File: src/rtl/elrb_pkg.sv
// shared constants, command codes and control types for the event log
package elrb_pkg;

    // log geometry
    localparam int LOG_DEPTH  = 32;
    localparam int ENTRY_BITS = 64;
    localparam int IDX_W      = $clog2(LOG_DEPTH);
    localparam int CNT_W      = $clog2(LOG_DEPTH + 1);

    // beat field widths
    localparam int CMD_W   = 2;
    localparam int DATA_W  = 64;
    localparam int OFS_W   = 5;
    localparam int COUNT_W = 6;
    localparam int TALLY_W = 16;

    // width that holds both an offset and a count, and their sum with an index
    localparam int CMP_W = (CNT_W > OFS_W) ? CNT_W : OFS_W;
    localparam int SUM_W = CMP_W + 1;

    // configuration port
    localparam int APB_AW  = 3;
    localparam int APB_DW  = 32;
    localparam int REG_IDX_W = APB_AW - 2;

    typedef logic [REG_IDX_W-1:0] reg_idx_t;
    localparam reg_idx_t REG_LOG_MODE = 1'b0;

    localparam logic MODE_OVERWRITE = 1'b0;
    localparam logic MODE_DISCARD   = 1'b1;

    // command codes
    typedef logic [CMD_W-1:0] cmd_code_t;
    localparam cmd_code_t CMD_ADD   = 2'd0;
    localparam cmd_code_t CMD_CLEAR = 2'd1;
    localparam cmd_code_t CMD_READ  = 2'd2;

    // controller to datapath commands
    typedef struct packed {
        logic op_add;
        logic op_clear;
        logic op_read;
        logic load_now;
        logic load_read;
    } dp_cmd_t;

endpackage

File: src/rtl/elrb_if.sv
// beat channels of the event log: command input and result output
interface elrb_in_if;
    logic                         valid;
    logic                         ready;
    logic [elrb_pkg::CMD_W-1:0]   command;
    logic [elrb_pkg::DATA_W-1:0]  entry_data;
    logic [elrb_pkg::OFS_W-1:0]   read_offset;

    modport source (output valid, command, entry_data, read_offset, input ready);
    modport sink   (input valid, command, entry_data, read_offset, output ready);
endinterface

interface elrb_out_if;
    logic                          valid;
    logic                          ready;
    logic [elrb_pkg::DATA_W-1:0]   read_data;
    logic                          read_valid;
    logic                          stored;
    logic [elrb_pkg::COUNT_W-1:0]  entry_count;
    logic                          log_full;
    logic [elrb_pkg::TALLY_W-1:0]  overflow_count;

    modport source (output valid, read_data, read_valid, stored, entry_count, log_full,
                    overflow_count, input ready);
    modport sink   (input valid, read_data, read_valid, stored, entry_count, log_full,
                    overflow_count, output ready);
endinterface

File: src/rtl/elrb_ctrl.sv
// controller: input/output handshake and read sequencing
module elrb_ctrl
(
    input  logic                clk,
    input  logic                rst_n,
    input  logic                in_valid,
    input  elrb_pkg::cmd_code_t command,
    input  logic                out_ready,
    output logic                in_ready,
    output logic                out_valid,
    output elrb_pkg::dp_cmd_t   cmd
);

    localparam logic S_IDLE = 1'b0;
    localparam logic S_READ = 1'b1;

    logic state_reg;
    logic state_next;
    logic out_valid_reg;
    logic out_valid_next;
    logic out_free;
    logic accept;

    // output register can take a new result
    assign out_free = !out_valid_reg || out_ready;
    assign in_ready = (state_reg == S_IDLE) && out_free;
    assign accept   = in_valid && in_ready;

    // command decode toward the datapath
    always_comb
    begin
        cmd.op_add    = accept && (command == elrb_pkg::CMD_ADD);
        cmd.op_clear  = accept && (command == elrb_pkg::CMD_CLEAR);
        cmd.op_read   = accept && (command == elrb_pkg::CMD_READ);
        cmd.load_now  = accept && (command != elrb_pkg::CMD_READ);
        cmd.load_read = (state_reg == S_READ) && out_free;
    end

    // next state
    always_comb
    begin
        state_next = state_reg;
        unique case (state_reg)
            S_IDLE:
            begin
                if (cmd.op_read)
                begin
                    state_next = S_READ;
                end
            end
            S_READ:
            begin
                if (cmd.load_read)
                begin
                    state_next = S_IDLE;
                end
            end
            default:
            begin
                state_next = S_IDLE;
            end
        endcase
    end

    // output valid flag
    always_comb
    begin
        priority if (cmd.load_now || cmd.load_read)
        begin
            out_valid_next = 1'b1;
        end
        else if (out_ready)
        begin
            out_valid_next = 1'b0;
        end
        else
        begin
            out_valid_next = out_valid_reg;
        end
    end

    // control registers
    always_ff @(posedge clk or negedge rst_n)
    begin
        if (!rst_n)
        begin
            state_reg     <= S_IDLE;
            out_valid_reg <= 1'b0;
        end
        else
        begin
            state_reg     <= state_next;
            out_valid_reg <= out_valid_next;
        end
    end

    assign out_valid = out_valid_reg;

endmodule

File: src/rtl/elrb_dp.sv
// datapath: entry memory, ring pointers, counters and result register
module elrb_dp
(
    input  logic                              clk,
    input  logic                              rst_n,
    input  elrb_pkg::dp_cmd_t                 cmd,
    input  logic                              log_mode,
    input  logic [elrb_pkg::DATA_W-1:0]       entry_data,
    input  logic [elrb_pkg::OFS_W-1:0]        read_offset,
    output logic [elrb_pkg::DATA_W-1:0]       read_data,
    output logic                              read_valid,
    output logic                              stored,
    output logic [elrb_pkg::COUNT_W-1:0]      entry_count,
    output logic                              log_full,
    output logic [elrb_pkg::TALLY_W-1:0]      overflow_count
);

    localparam int IDX_W   = elrb_pkg::IDX_W;
    localparam int CNT_W   = elrb_pkg::CNT_W;
    localparam int CMP_W   = elrb_pkg::CMP_W;
    localparam int SUM_W   = elrb_pkg::SUM_W;
    localparam int TALLY_W = elrb_pkg::TALLY_W;
    localparam int E_W     = elrb_pkg::ENTRY_BITS;

    // entry memory
    logic [E_W-1:0] mem [elrb_pkg::LOG_DEPTH];
    logic [E_W-1:0] mem_q;

    logic [IDX_W-1:0]   widx_reg;
    logic [IDX_W-1:0]   widx_next;
    logic [CNT_W-1:0]   count_reg;
    logic [CNT_W-1:0]   count_next;
    logic               full_reg;
    logic               full_next;
    logic [TALLY_W-1:0] tally_reg;
    logic [TALLY_W-1:0] tally_next;
    logic               rd_ok_reg;

    logic               add_wr;
    logic               rd_ok;
    logic [IDX_W-1:0]   oldest;
    logic [SUM_W-1:0]   slot_sum;
    logic [IDX_W-1:0]   slot;

    // result register
    logic [elrb_pkg::DATA_W-1:0]  rdata_reg;
    logic                         rvalid_reg;
    logic                         stored_reg;
    logic [elrb_pkg::COUNT_W-1:0] cnt_out_reg;
    logic                         full_out_reg;
    logic [TALLY_W-1:0]           tally_out_reg;

    // add writes unless full in discard mode
    assign add_wr = cmd.op_add && (!full_reg || (log_mode == elrb_pkg::MODE_OVERWRITE));

    // pointer and counter update
    always_comb
    begin
        widx_next  = widx_reg;
        count_next = count_reg;
        full_next  = full_reg;
        tally_next = tally_reg;
        if (cmd.op_clear)
        begin
            widx_next  = '0;
            count_next = '0;
            full_next  = 1'b0;
            tally_next = '0;
        end
        else if (cmd.op_add)
        begin
            if (full_reg)
            begin
                tally_next = tally_reg + TALLY_W'(1);
            end
            if (add_wr)
            begin
                widx_next = (widx_reg == IDX_W'(elrb_pkg::LOG_DEPTH - 1)) ?
                            '0 : widx_reg + IDX_W'(1);
                if (count_reg != CNT_W'(elrb_pkg::LOG_DEPTH))
                begin
                    count_next = count_reg + CNT_W'(1);
                end
                if (count_reg == CNT_W'(elrb_pkg::LOG_DEPTH - 1))
                begin
                    full_next = 1'b1;
                end
            end
        end
    end

    // age to slot mapping
    assign oldest   = full_reg ? widx_reg : '0;
    assign rd_ok    = CMP_W'(read_offset) < CMP_W'(count_reg);
    assign slot_sum = SUM_W'(oldest) + SUM_W'(read_offset);
    assign slot     = (slot_sum >= SUM_W'(elrb_pkg::LOG_DEPTH)) ?
                      IDX_W'(slot_sum - SUM_W'(elrb_pkg::LOG_DEPTH)) : IDX_W'(slot_sum);

    // memory write port and registered read port
    always_ff @(posedge clk)
    begin
        if (add_wr)
        begin
            mem[widx_reg] <= entry_data[E_W-1:0];
        end
        if (cmd.op_read)
        begin
            mem_q <= mem[slot];
        end
    end

    // ring state
    always_ff @(posedge clk or negedge rst_n)
    begin
        if (!rst_n)
        begin
            widx_reg  <= '0;
            count_reg <= '0;
            full_reg  <= 1'b0;
            tally_reg <= '0;
            rd_ok_reg <= 1'b0;
        end
        else
        begin
            widx_reg  <= widx_next;
            count_reg <= count_next;
            full_reg  <= full_next;
            tally_reg <= tally_next;
            if (cmd.op_read)
            begin
                rd_ok_reg <= rd_ok;
            end
        end
    end

    // result payload
    always_ff @(posedge clk)
    begin
        if (cmd.load_now)
        begin
            rdata_reg     <= '0;
            rvalid_reg    <= 1'b0;
            stored_reg    <= add_wr;
            cnt_out_reg   <= elrb_pkg::COUNT_W'(count_next);
            full_out_reg  <= full_next;
            tally_out_reg <= tally_next;
        end
        else if (cmd.load_read)
        begin
            rdata_reg     <= rd_ok_reg ? elrb_pkg::DATA_W'(mem_q) : '0;
            rvalid_reg    <= rd_ok_reg;
            stored_reg    <= 1'b0;
            cnt_out_reg   <= elrb_pkg::COUNT_W'(count_reg);
            full_out_reg  <= full_reg;
            tally_out_reg <= tally_reg;
        end
    end

    assign read_data      = rdata_reg;
    assign read_valid     = rvalid_reg;
    assign stored         = stored_reg;
    assign entry_count    = cnt_out_reg;
    assign log_full       = full_out_reg;
    assign overflow_count = tally_out_reg;

endmodule

File: src/rtl/event_log_ring_buffer_top.sv
// top level of the event log ring buffer: channels, register port, assertions
//
// Fixed-depth log of 32 entry words in a ring, with add, clear and read-by-age
// commands and an overwrite or discard policy when full (register log_mode at
// byte address 0). Add, clear and unused commands load their result into the
// output register at the edge the beat is accepted. A read passes through the
// registered read port of the entry memory and then the result register; one
// item is in flight at a time, and the next beat is taken in the same cycle
// that a waiting result is taken. Entries hold no reset value, so a freshly
// reset or cleared log needs no clearing pass and accepts beats at once.
module event_log_ring_buffer_top
(
    input  logic                          clk,
    input  logic                          rst_n,
    elrb_in_if.sink                       in_ch,
    elrb_out_if.source                    out_ch,
    input  logic                          psel,
    input  logic                          penable,
    input  logic                          pwrite,
    input  logic [elrb_pkg::APB_AW-1:0]   paddr,
    input  logic [elrb_pkg::APB_DW-1:0]   pwdata,
    output logic [elrb_pkg::APB_DW-1:0]   prdata,
    output logic                          pready
);

    elrb_pkg::dp_cmd_t   cmd;
    elrb_pkg::reg_idx_t  reg_idx;
    logic                log_mode_reg;
    logic                cfg_wr;

    // register port
    assign pready  = 1'b1;
    assign reg_idx = paddr[elrb_pkg::APB_AW-1:2];
    assign cfg_wr  = psel && penable && pwrite && pready;
    assign prdata  = (reg_idx == elrb_pkg::REG_LOG_MODE) ?
                     elrb_pkg::APB_DW'(log_mode_reg) : '0;

    always_ff @(posedge clk or negedge rst_n)
    begin
        if (!rst_n)
        begin
            log_mode_reg <= elrb_pkg::MODE_OVERWRITE;
        end
        else if (cfg_wr && (reg_idx == elrb_pkg::REG_LOG_MODE))
        begin
            log_mode_reg <= pwdata[0];
        end
    end

    // controller
    elrb_ctrl u_ctrl
    (
        .clk       (clk),
        .rst_n     (rst_n),
        .in_valid  (in_ch.valid),
        .command   (in_ch.command),
        .out_ready (out_ch.ready),
        .in_ready  (in_ch.ready),
        .out_valid (out_ch.valid),
        .cmd       (cmd)
    );

    // datapath
    elrb_dp u_dp
    (
        .clk            (clk),
        .rst_n          (rst_n),
        .cmd            (cmd),
        .log_mode       (log_mode_reg),
        .entry_data     (in_ch.entry_data),
        .read_offset    (in_ch.read_offset),
        .read_data      (out_ch.read_data),
        .read_valid     (out_ch.read_valid),
        .stored         (out_ch.stored),
        .entry_count    (out_ch.entry_count),
        .log_full       (out_ch.log_full),
        .overflow_count (out_ch.overflow_count)
    );

    // no new beat while a read result is being fetched
    a_no_accept_during_read: assert property (@(posedge clk) disable iff (!rst_n)
        cmd.load_read |-> !in_ch.ready)
        else $error("input ready while a read is in flight");

    // an accepted read is followed on the next cycle by the load of its result
    a_read_one_cycle: assert property (@(posedge clk) disable iff (!rst_n)
        (in_ch.valid && in_ch.ready && (in_ch.command == elrb_pkg::CMD_READ))
        |=> cmd.load_read)
        else $error("read result not loaded one cycle after the read beat");

    // full flag agrees with the reported count
    a_full_matches_count: assert property (@(posedge clk) disable iff (!rst_n)
        out_ch.valid |-> ((out_ch.log_full ==
            (out_ch.entry_count == elrb_pkg::COUNT_W'(elrb_pkg::LOG_DEPTH)))
            && (out_ch.entry_count <= elrb_pkg::COUNT_W'(elrb_pkg::LOG_DEPTH))))
        else $error("log_full disagrees with entry_count");

    // a result is never both a stored add and a valid read
    a_stored_or_read: assert property (@(posedge clk) disable iff (!rst_n)
        out_ch.valid |-> !(out_ch.stored && out_ch.read_valid))
        else $error("result flags both stored and read_valid");

endmodule

File: src/flat_wrapper.sv
// flat-port wrapper written by rule: the top's interface ports become plain ports
module event_log_ring_buffer_top_flat 
  (clk, rst_n, psel, penable, pwrite, paddr, pwdata, prdata, pready, in_ch_valid, in_ch_command, in_ch_entry_data, in_ch_read_offset, in_ch_ready, out_ch_valid, out_ch_read_data, out_ch_read_valid, out_ch_stored, out_ch_entry_count, out_ch_log_full, out_ch_overflow_count, out_ch_ready);
  elrb_in_if in_ch_i ();
  elrb_out_if out_ch_i ();
  input  logic clk;
  input  logic rst_n;
  input  logic psel;
  input  logic penable;
  input  logic pwrite;
  input  logic [elrb_pkg::APB_AW-1:0] paddr;
  input  logic [elrb_pkg::APB_DW-1:0] pwdata;
  output logic [elrb_pkg::APB_DW-1:0] prdata;
  output logic pready;
  input wire logic [$bits(in_ch_i.valid)-1:0] in_ch_valid;
  input wire logic [$bits(in_ch_i.command)-1:0] in_ch_command;
  input wire logic [$bits(in_ch_i.entry_data)-1:0] in_ch_entry_data;
  input wire logic [$bits(in_ch_i.read_offset)-1:0] in_ch_read_offset;
  output wire logic [$bits(in_ch_i.ready)-1:0] in_ch_ready;
  output wire logic [$bits(out_ch_i.valid)-1:0] out_ch_valid;
  output wire logic [$bits(out_ch_i.read_data)-1:0] out_ch_read_data;
  output wire logic [$bits(out_ch_i.read_valid)-1:0] out_ch_read_valid;
  output wire logic [$bits(out_ch_i.stored)-1:0] out_ch_stored;
  output wire logic [$bits(out_ch_i.entry_count)-1:0] out_ch_entry_count;
  output wire logic [$bits(out_ch_i.log_full)-1:0] out_ch_log_full;
  output wire logic [$bits(out_ch_i.overflow_count)-1:0] out_ch_overflow_count;
  input wire logic [$bits(out_ch_i.ready)-1:0] out_ch_ready;
  assign in_ch_i.valid = in_ch_valid;
  assign in_ch_i.command = in_ch_command;
  assign in_ch_i.entry_data = in_ch_entry_data;
  assign in_ch_i.read_offset = in_ch_read_offset;
  assign in_ch_ready = in_ch_i.ready;
  assign out_ch_valid = out_ch_i.valid;
  assign out_ch_read_data = out_ch_i.read_data;
  assign out_ch_read_valid = out_ch_i.read_valid;
  assign out_ch_stored = out_ch_i.stored;
  assign out_ch_entry_count = out_ch_i.entry_count;
  assign out_ch_log_full = out_ch_i.log_full;
  assign out_ch_overflow_count = out_ch_i.overflow_count;
  assign out_ch_i.ready = out_ch_ready;
  event_log_ring_buffer_top u_core (.clk(clk), .rst_n(rst_n), .in_ch(in_ch_i), .out_ch(out_ch_i), .psel(psel), .penable(penable), .pwrite(pwrite), .paddr(paddr), .pwdata(pwdata), .prdata(prdata), .pready(pready));
endmodule
File: config.mk
export PLATFORM = sky130hd
export DESIGN_NAME = event_log_ring_buffer_top_flat
export DESIGN_NICKNAME = d
export VERILOG_FILES = /design/src/rtl/elrb_pkg.sv /design/src/rtl/elrb_if.sv /design/src/rtl/elrb_ctrl.sv /design/src/rtl/elrb_dp.sv /design/src/rtl/event_log_ring_buffer_top.sv /design/src/flat_wrapper.sv
export SDC_FILE = /design/constraint.sdc
export NUM_CORES = 2
export LEC_CHECK = 0
export BUFFER_PORTS_ARGS = -buffer_cell sky130_fd_sc_hd__buf_4
export CORE_ASPECT_RATIO = 0.6
export CORE_MARGIN = 3
export CORE_UTILIZATION = 30
export DETAILED_ROUTE_END_ITERATION = 16
export MAX_ROUTING_LAYER = met4
export PLACE_DENSITY_LB_ADDON = 0.3
export SYNTH_ARGS = -nofsm -noshare
export SYNTH_HDL_FRONTEND = slang
export SYNTH_SLANG_ARGS = --single-unit
File: constraint.sdc
create_clock -name clk -period 9.6 [get_ports clk]
set_input_delay 0.96 -clock clk [delete_from_list [all_inputs] [get_ports clk]]
set_output_delay 0.96 -clock clk [all_outputs]
set_load 0.05 [all_outputs]
# Word level (Yosys, flattened, before mapping)
# Memories as Yosys holds them, arrays and structs flattened. A register that Yosys moved wholly into a read port is not among the register bits.
# Index checks and enable logic that the tools add are counted.
word_totals:
  reg_bits: 121
  mem_bits_rw: 2048
  out_inout_bits: 124
  mem_count: 1
mem_list:
  columns: ["name", "depth", "word_bits", "rd", "rd_clocked_by_memory_dff", "write_ports", "line", "text"]
  rows:
  - ["u_core.u_dp.mem", 32, 64, 1, 1, 1, "elrb_dp.sv:26", "logic [E_W-1:0] mem [elrb_pkg::LOG_DEPTH];"]
op_classes:
  add_sub_neg: 5
  n_lt_le_gt_ge: 2
  eq_ne: 6
  n_mux: 34
  n_bitwise: 3
  n_reduce_logical: 22
op_table:
  columns: ["operator", "count"]
  rows:
  - ["16-bit 2-to-1 mux", 5]
  - ["64-bit 2-to-1 mux", 1]
  - ["6-bit 2-to-1 mux", 6]
  - ["5-bit 2-to-1 mux", 6]
  - ["16-bit by 1-bit adder with 16-bit output, second input constant", 1]
  - ["1-bit 2-to-1 mux", 15]
  - ["1-bit logical AND", 11]
  - ["2-bit nonzero test", 4]
  - ["5-bit by 5-bit adder with 6-bit output", 1]
  - ["6-bit by 1-bit adder with 6-bit output, second input constant", 1]
  - ["6-bit by 5-bit equality test with 1-bit output, second input constant", 1]
  - ["6-bit greater-or-equal comparator, second input constant", 1]
  - ["5-bit by 6-bit < comparator with 1-bit output", 1]
  - ["6-bit inequality test, second input constant", 1]
  - ["5-bit by 1-bit adder with 5-bit output, second input constant", 1]
  - ["5-bit equality test, second input constant", 1]
  - ["5-bit by 1-bit subtractor with 5-bit output, second input constant", 1]
  - ["1-bit logical OR", 3]
  - ["1-bit NOT", 3]
  - ["2-bit by 1-bit equality test with 1-bit output, second input constant", 1]
  - ["2-bit equality test, second input constant", 1]
  - ["1-bit zero test", 2]
  - ["2-bit zero test", 1]
  - ["2-bit inequality test, second input constant", 1]
  - ["2 further kinds", 2]

# Logic depth before layout (Yosys ltp)
depth:
  depth_word: 10
  depth_mapped: 13

# Hierarchy
# Synthesis repeated with hierarchy kept, for this count alone.
unflattened:
  cells_unflattened: 3785
  hier_area_um2: 85487.0
by_module_without_submodules:
  columns: ["mod", "instances", "cells_each", "area_each_um2", "seq_area_each_um2"]
  rows:
  - ["elrb_dp", 1, 3732, 85011.5, 66168.5]
  - ["event_log_ring_buffer_top", 1, 38, 301.5, 25.0]
  - ["elrb_ctrl", 1, 15, 173.9, 50.0]

# Worst setup path before layout
# Ideal clock, no wire load.
synth_timing:
  path_type: "input to register"
  startpoint: "input port in_ch_command[0]"
  endpoint: "register u_core.u_dp.mem_q[0], read port of u_core.u_dp.mem, enable pin"
  setup_time_ns: 0.677
  arrival_time_ns: 7.914
  required_ns: 8.923
  slack_ns: 1.009
  stages: 2
  n_path_buf: 0
  cell_sequence: "nand2b_1 nor4b_1"
synth_rtl:
  columns: ["element", "line", "text"]
  rows:
  - ["from (decl)", "flat_wrapper.sv:16", "input wire logic [$bits(in_ch_i.command)-1:0] in_ch_command;"]
  - ["to (decl)", "elrb_dp.sv:27", "logic [E_W-1:0] mem_q;"]

# Final worst setup path
layout_timing:
  startpoint: "register u_core.u_dp.full_reg"
  endpoint: "register u_core.u_dp.mem_q[51], read port of u_core.u_dp.mem, data pin"
layout_via:
  elab_chain_len: 4
  word_cells_on_any_way: 5
  cone_classes: "add/sub (2); order compare (1); mux (2)"
layout_lines:
  columns: ["element", "line", "text"]
  rows:
  - ["from (decl)", "elrb_dp.sv:33", "logic full_reg;"]
  - ["from (signal assigned)", "elrb_dp.sv:127", "full_reg <= full_next;"]
  - ["5-bit 2-to-1 mux (*)", "elrb_dp.sv:93", "assign oldest = full_reg ? widx_reg : '0;"]
  - ["5-bit by 5-bit adder with 6-bit output (*)", "elrb_dp.sv:95", "assign slot_sum = SUM_W'(oldest) + SUM_W'(read_offset);"]
  - ["5-bit by 1-bit subtractor with 5-bit output or 6-bit greater-or-equal comparator (tied branches)", "elrb_dp.sv:97, elrb_dp.sv:96", null]
  - ["5-bit 2-to-1 mux (*)", "elrb_dp.sv:96", "assign slot = (slot_sum >= SUM_W'(elrb_pkg::LOG_DEPTH)) ?"]
# Mark *: on every way between the ends. The rest lies on a longest branch, timed or not.
# A chain may end at the register's enable or synchronous reset.

==> flow_summary.toml <==
[run_status]
status = "complete, no violations"

[timing]
period_share_pct = 54.3
period_needed_ns = 5.21
setup_viol = 0
finalHoldViolCount = 0
setup_tns_ns = 0
fmax_ghz = 0.192
worst_pin_slew_ns = 1.20
slew_headroom_pct = 19.8
skew_ns = 0.0944
rsz0062_at_grt = "no"
slew_viol_final = 0

[setup_path]
crit_path_top_delay_cell = "fa_4"
worst_setup_path_start_kind = "register"
worst-path-buf-inv = 3
crit_fanout = 54
critPathMaxStageDelay_ns = 1.30
worstSetupEndpointType = "register"
worstSetupPathType = "reg2reg"
crit_required_ns = 10.14
crit_top_cell = "buf_4"
path_cells = "and2_1, ha_4, inv_1, fa_4, buf_4, buf_4, mux4_2, mux2_2, o22ai_1, a211oi_1"
path_delay_family = "adder cells"
crit_arrival_ns = 5.75

[floorplan]
dieArea_um2 = 290000
start_util_pct = 30.3
fp.dieH_um = 418
die_w_um = 693
io_pins = 237
num_rows = 150
coreArea_um2 = 280000

[logic_synthesis]
seq_area_frac_synth_pct = 78.0
ys_types = 52
syn-instance-count = 3732
syn_avg_cell_area_um2 = 22.7
netlist_area_um2 = 84900
synth_edf_count = 2136
synth_seq_cells = 2233
synth_ff_type = "edfxtp_1"
yosysWarnings = 0
synth-async-reset-ratio_pct = 1.43

[detailed_routing]
drt_first_pass_iters = 5
wirelength_um = 219000
wl_per_cell_um = 27.7
drt_iter0_drc = 4640
via_count = 39600
ant_nets = 0
vias_per_cell = 5.01
drc_errors = 0

[finish]
fin_area_um2 = 97300
drive_above_1_share_pct = 29.7
n_fill_cell = 25800
largest_reg_flops = 2048
syn2layout_area_growth_pct = 14.6
nets = 4134
top_register = "u_core.u_dp.mem"

[cts]
clkTransAtPathRegs_ns = 0.06
clockBufferDepth = 4
holdBufCountCts = 0
numCtsBuffers = 203
cts.sinks = 2233
htreeDepth = 4
clk_latency_ns = 0.89
post_cts_resized = 0
post_cts_buffers = 0
cts_root_buffer = "clkbuf_16"
cts_tree = "done"

[global_routing]
track_usage_pct = 15.3
grt_pass1_wl_um = 309000
grt_pass1_vias = 39800
grt_overflow = 0
grt_max_degree = 119
antenna_found_initial = 18

[power]
power_density_nw_per_um2 = 205
p_leak_nw = 30.2
ir_drop_mv = 0.124

[placed_design]
gp_congestion = 0.706
dp_hpwl_um = 114000
place_area_um2 = 90900
placement.io_buffers = 171

[hold_path]
hp-class = "in2async"

[flow_run]
drv_cap = 0
cells in the final DEF, fill, tap and decap left out, types with 17 or more instances in the layout:
cell type  synthesis  final
o22ai_1           64     64
clkbuf_1          70     60
nor2_4             1     33
mux2_2           129    129
nor2_1            73     41
nor2b_1           68     68
mux4_2           512    512
buf_4             67    260
dfxtp_1           65     65
clkinv_2           0     24
clkinv_1           0     34
clkbuf_16          0    205
nand2_1           22     21
conb_1             2     32
mux2i_1           65     65
a211oi_1         125    124
a22o_1            64     64
dfrtp_1           32     32
diode_2            0     17
edfxtp_1        2136   2136
per-stage QoR:
stage | instances | power, W | setup WS, ns | util (%) | hold slack [ns]
final | 7908 | 0.0199 | 4.39 | 34.7 | 0.0904
after global routing | 7902 | 0.0206 | 4.21 | 34.7 | 0.0779
after floorplan | 3762 | 0.0117 | 1.01 | - | 0.436
after CTS | 7891 | 0.0201 | 4.35 | 34.7 | 0.0356
after detailed placement | 7523 | 0.0122 | 4.09 | 32.4 | 0.446
after global placement | 7523 | 0.0122 | 4.12 | 32.4 | 0.441
Yosys cell counts (6+ instances only):
| cell | number | area (um^2) |
|---|---|---|
| buf_1 | 17 | 63.8 |
| dfxtp_1 | 65 | 1300 |
| a21o_1 | 6 | 45.0 |
| nor2b_1 | 68 | 425 |
| nor2_1 | 73 | 274 |
| buf_4 | 67 | 503 |
| a21oi_1 | 8 | 40.0 |
| edfxtp_1 | 2136 | 64100 |
| ha_1 | 16 | 200 |
| o21ai_0 | 11 | 55.1 |
| or3_1 | 6 | 37.5 |
| dfrtp_1 | 32 | 801 |
| nand2_1 | 22 | 82.6 |
| mux4_2 | 512 | 11500 |
| mux2_2 | 129 | 1450 |
| buf_2 | 72 | 360 |
| mux2i_1 | 65 | 651 |
| clkbuf_1 | 70 | 263 |
| xor2_1 | 15 | 131 |
| nand3_1 | 13 | 65.1 |
| a22o_1 | 64 | 561 |
| inv_1 | 12 | 45.0 |
| o22ai_1 | 64 | 400 |
| a211oi_1 | 125 | 938 |
cell families after synthesis:
family	after synthesis	synth area share, %
other	2	0.00885
DFF	2233	78.0
AOI/OAI and AO/OA	292	2.55
buffers and inverters	243	1.52
adders and majority gates	17	0.259
muxes	706	16.1
xor gates and xnor gates	19	0.205
and+or+nand+nor	220	1.37
layer usage:
metal / share of wire [%] / wire length (um) / up-vias / GRT usage, %
li1: - / - / 16300 / -
met3: 7.7 / 16900 / 265 / 3.50
met2: 43 / 95000 / 1389 / 21.4
met4: 1.7 / 3670 / 0 / 2.90
met5: 0 / 0 / - / -
met1: 47 / 103000 / 21600 / 22.8
report_power, final:
group	switching, W	leakage (nW)	internal, W	total (W)
logic	0.000730	6.95	0.000409	0.00114
registers	0.0000510	20.2	0.0108	0.0108
clock network	0.00357	3.08	0.00438	0.00795
area by class of cell:
type                            instances  area (um^2)  area share (%)
Inverter                               12         45.0          0.0463
Sequential cell                      2233        66200            68.1
Timing Repair Buffer                  268         2110            2.17
Multi-Input combinational cell       1286        17800            18.3
Tap cell                             3724         4660            4.79
Antenna cell                           17         42.5          0.0437
Clock inverter                         88          798           0.821
Clock buffer                          280         5560            5.72
worst paths after layout:
| check | start | endpoint | slack (ns) | cells after the start |
|---|---|---|---|---|
| worst max-delay path | u_core.u_dp.full_reg | u_core.u_dp.mem_q[51] | 4.39 | 10 |
| worst min-delay path | rst_n | u_core.u_dp.tally_reg[11] | 0.09 | 1 |
| worst max register to register | u_core.u_dp.full_reg | u_core.u_dp.mem_q[51] | 4.39 | 10 |
| worst min register to register | u_core.u_dp.read_valid | u_core.u_dp.read_valid | 0.45 | 1 |
| max in group asynchronous | rst_n | u_core.u_dp.tally_reg[14] | 9.17 | 1 |
| min in group clk | pwdata[0] | u_core.log_mode_reg | 0.40 | 2 |
Power figures use the tool's default switching activity.
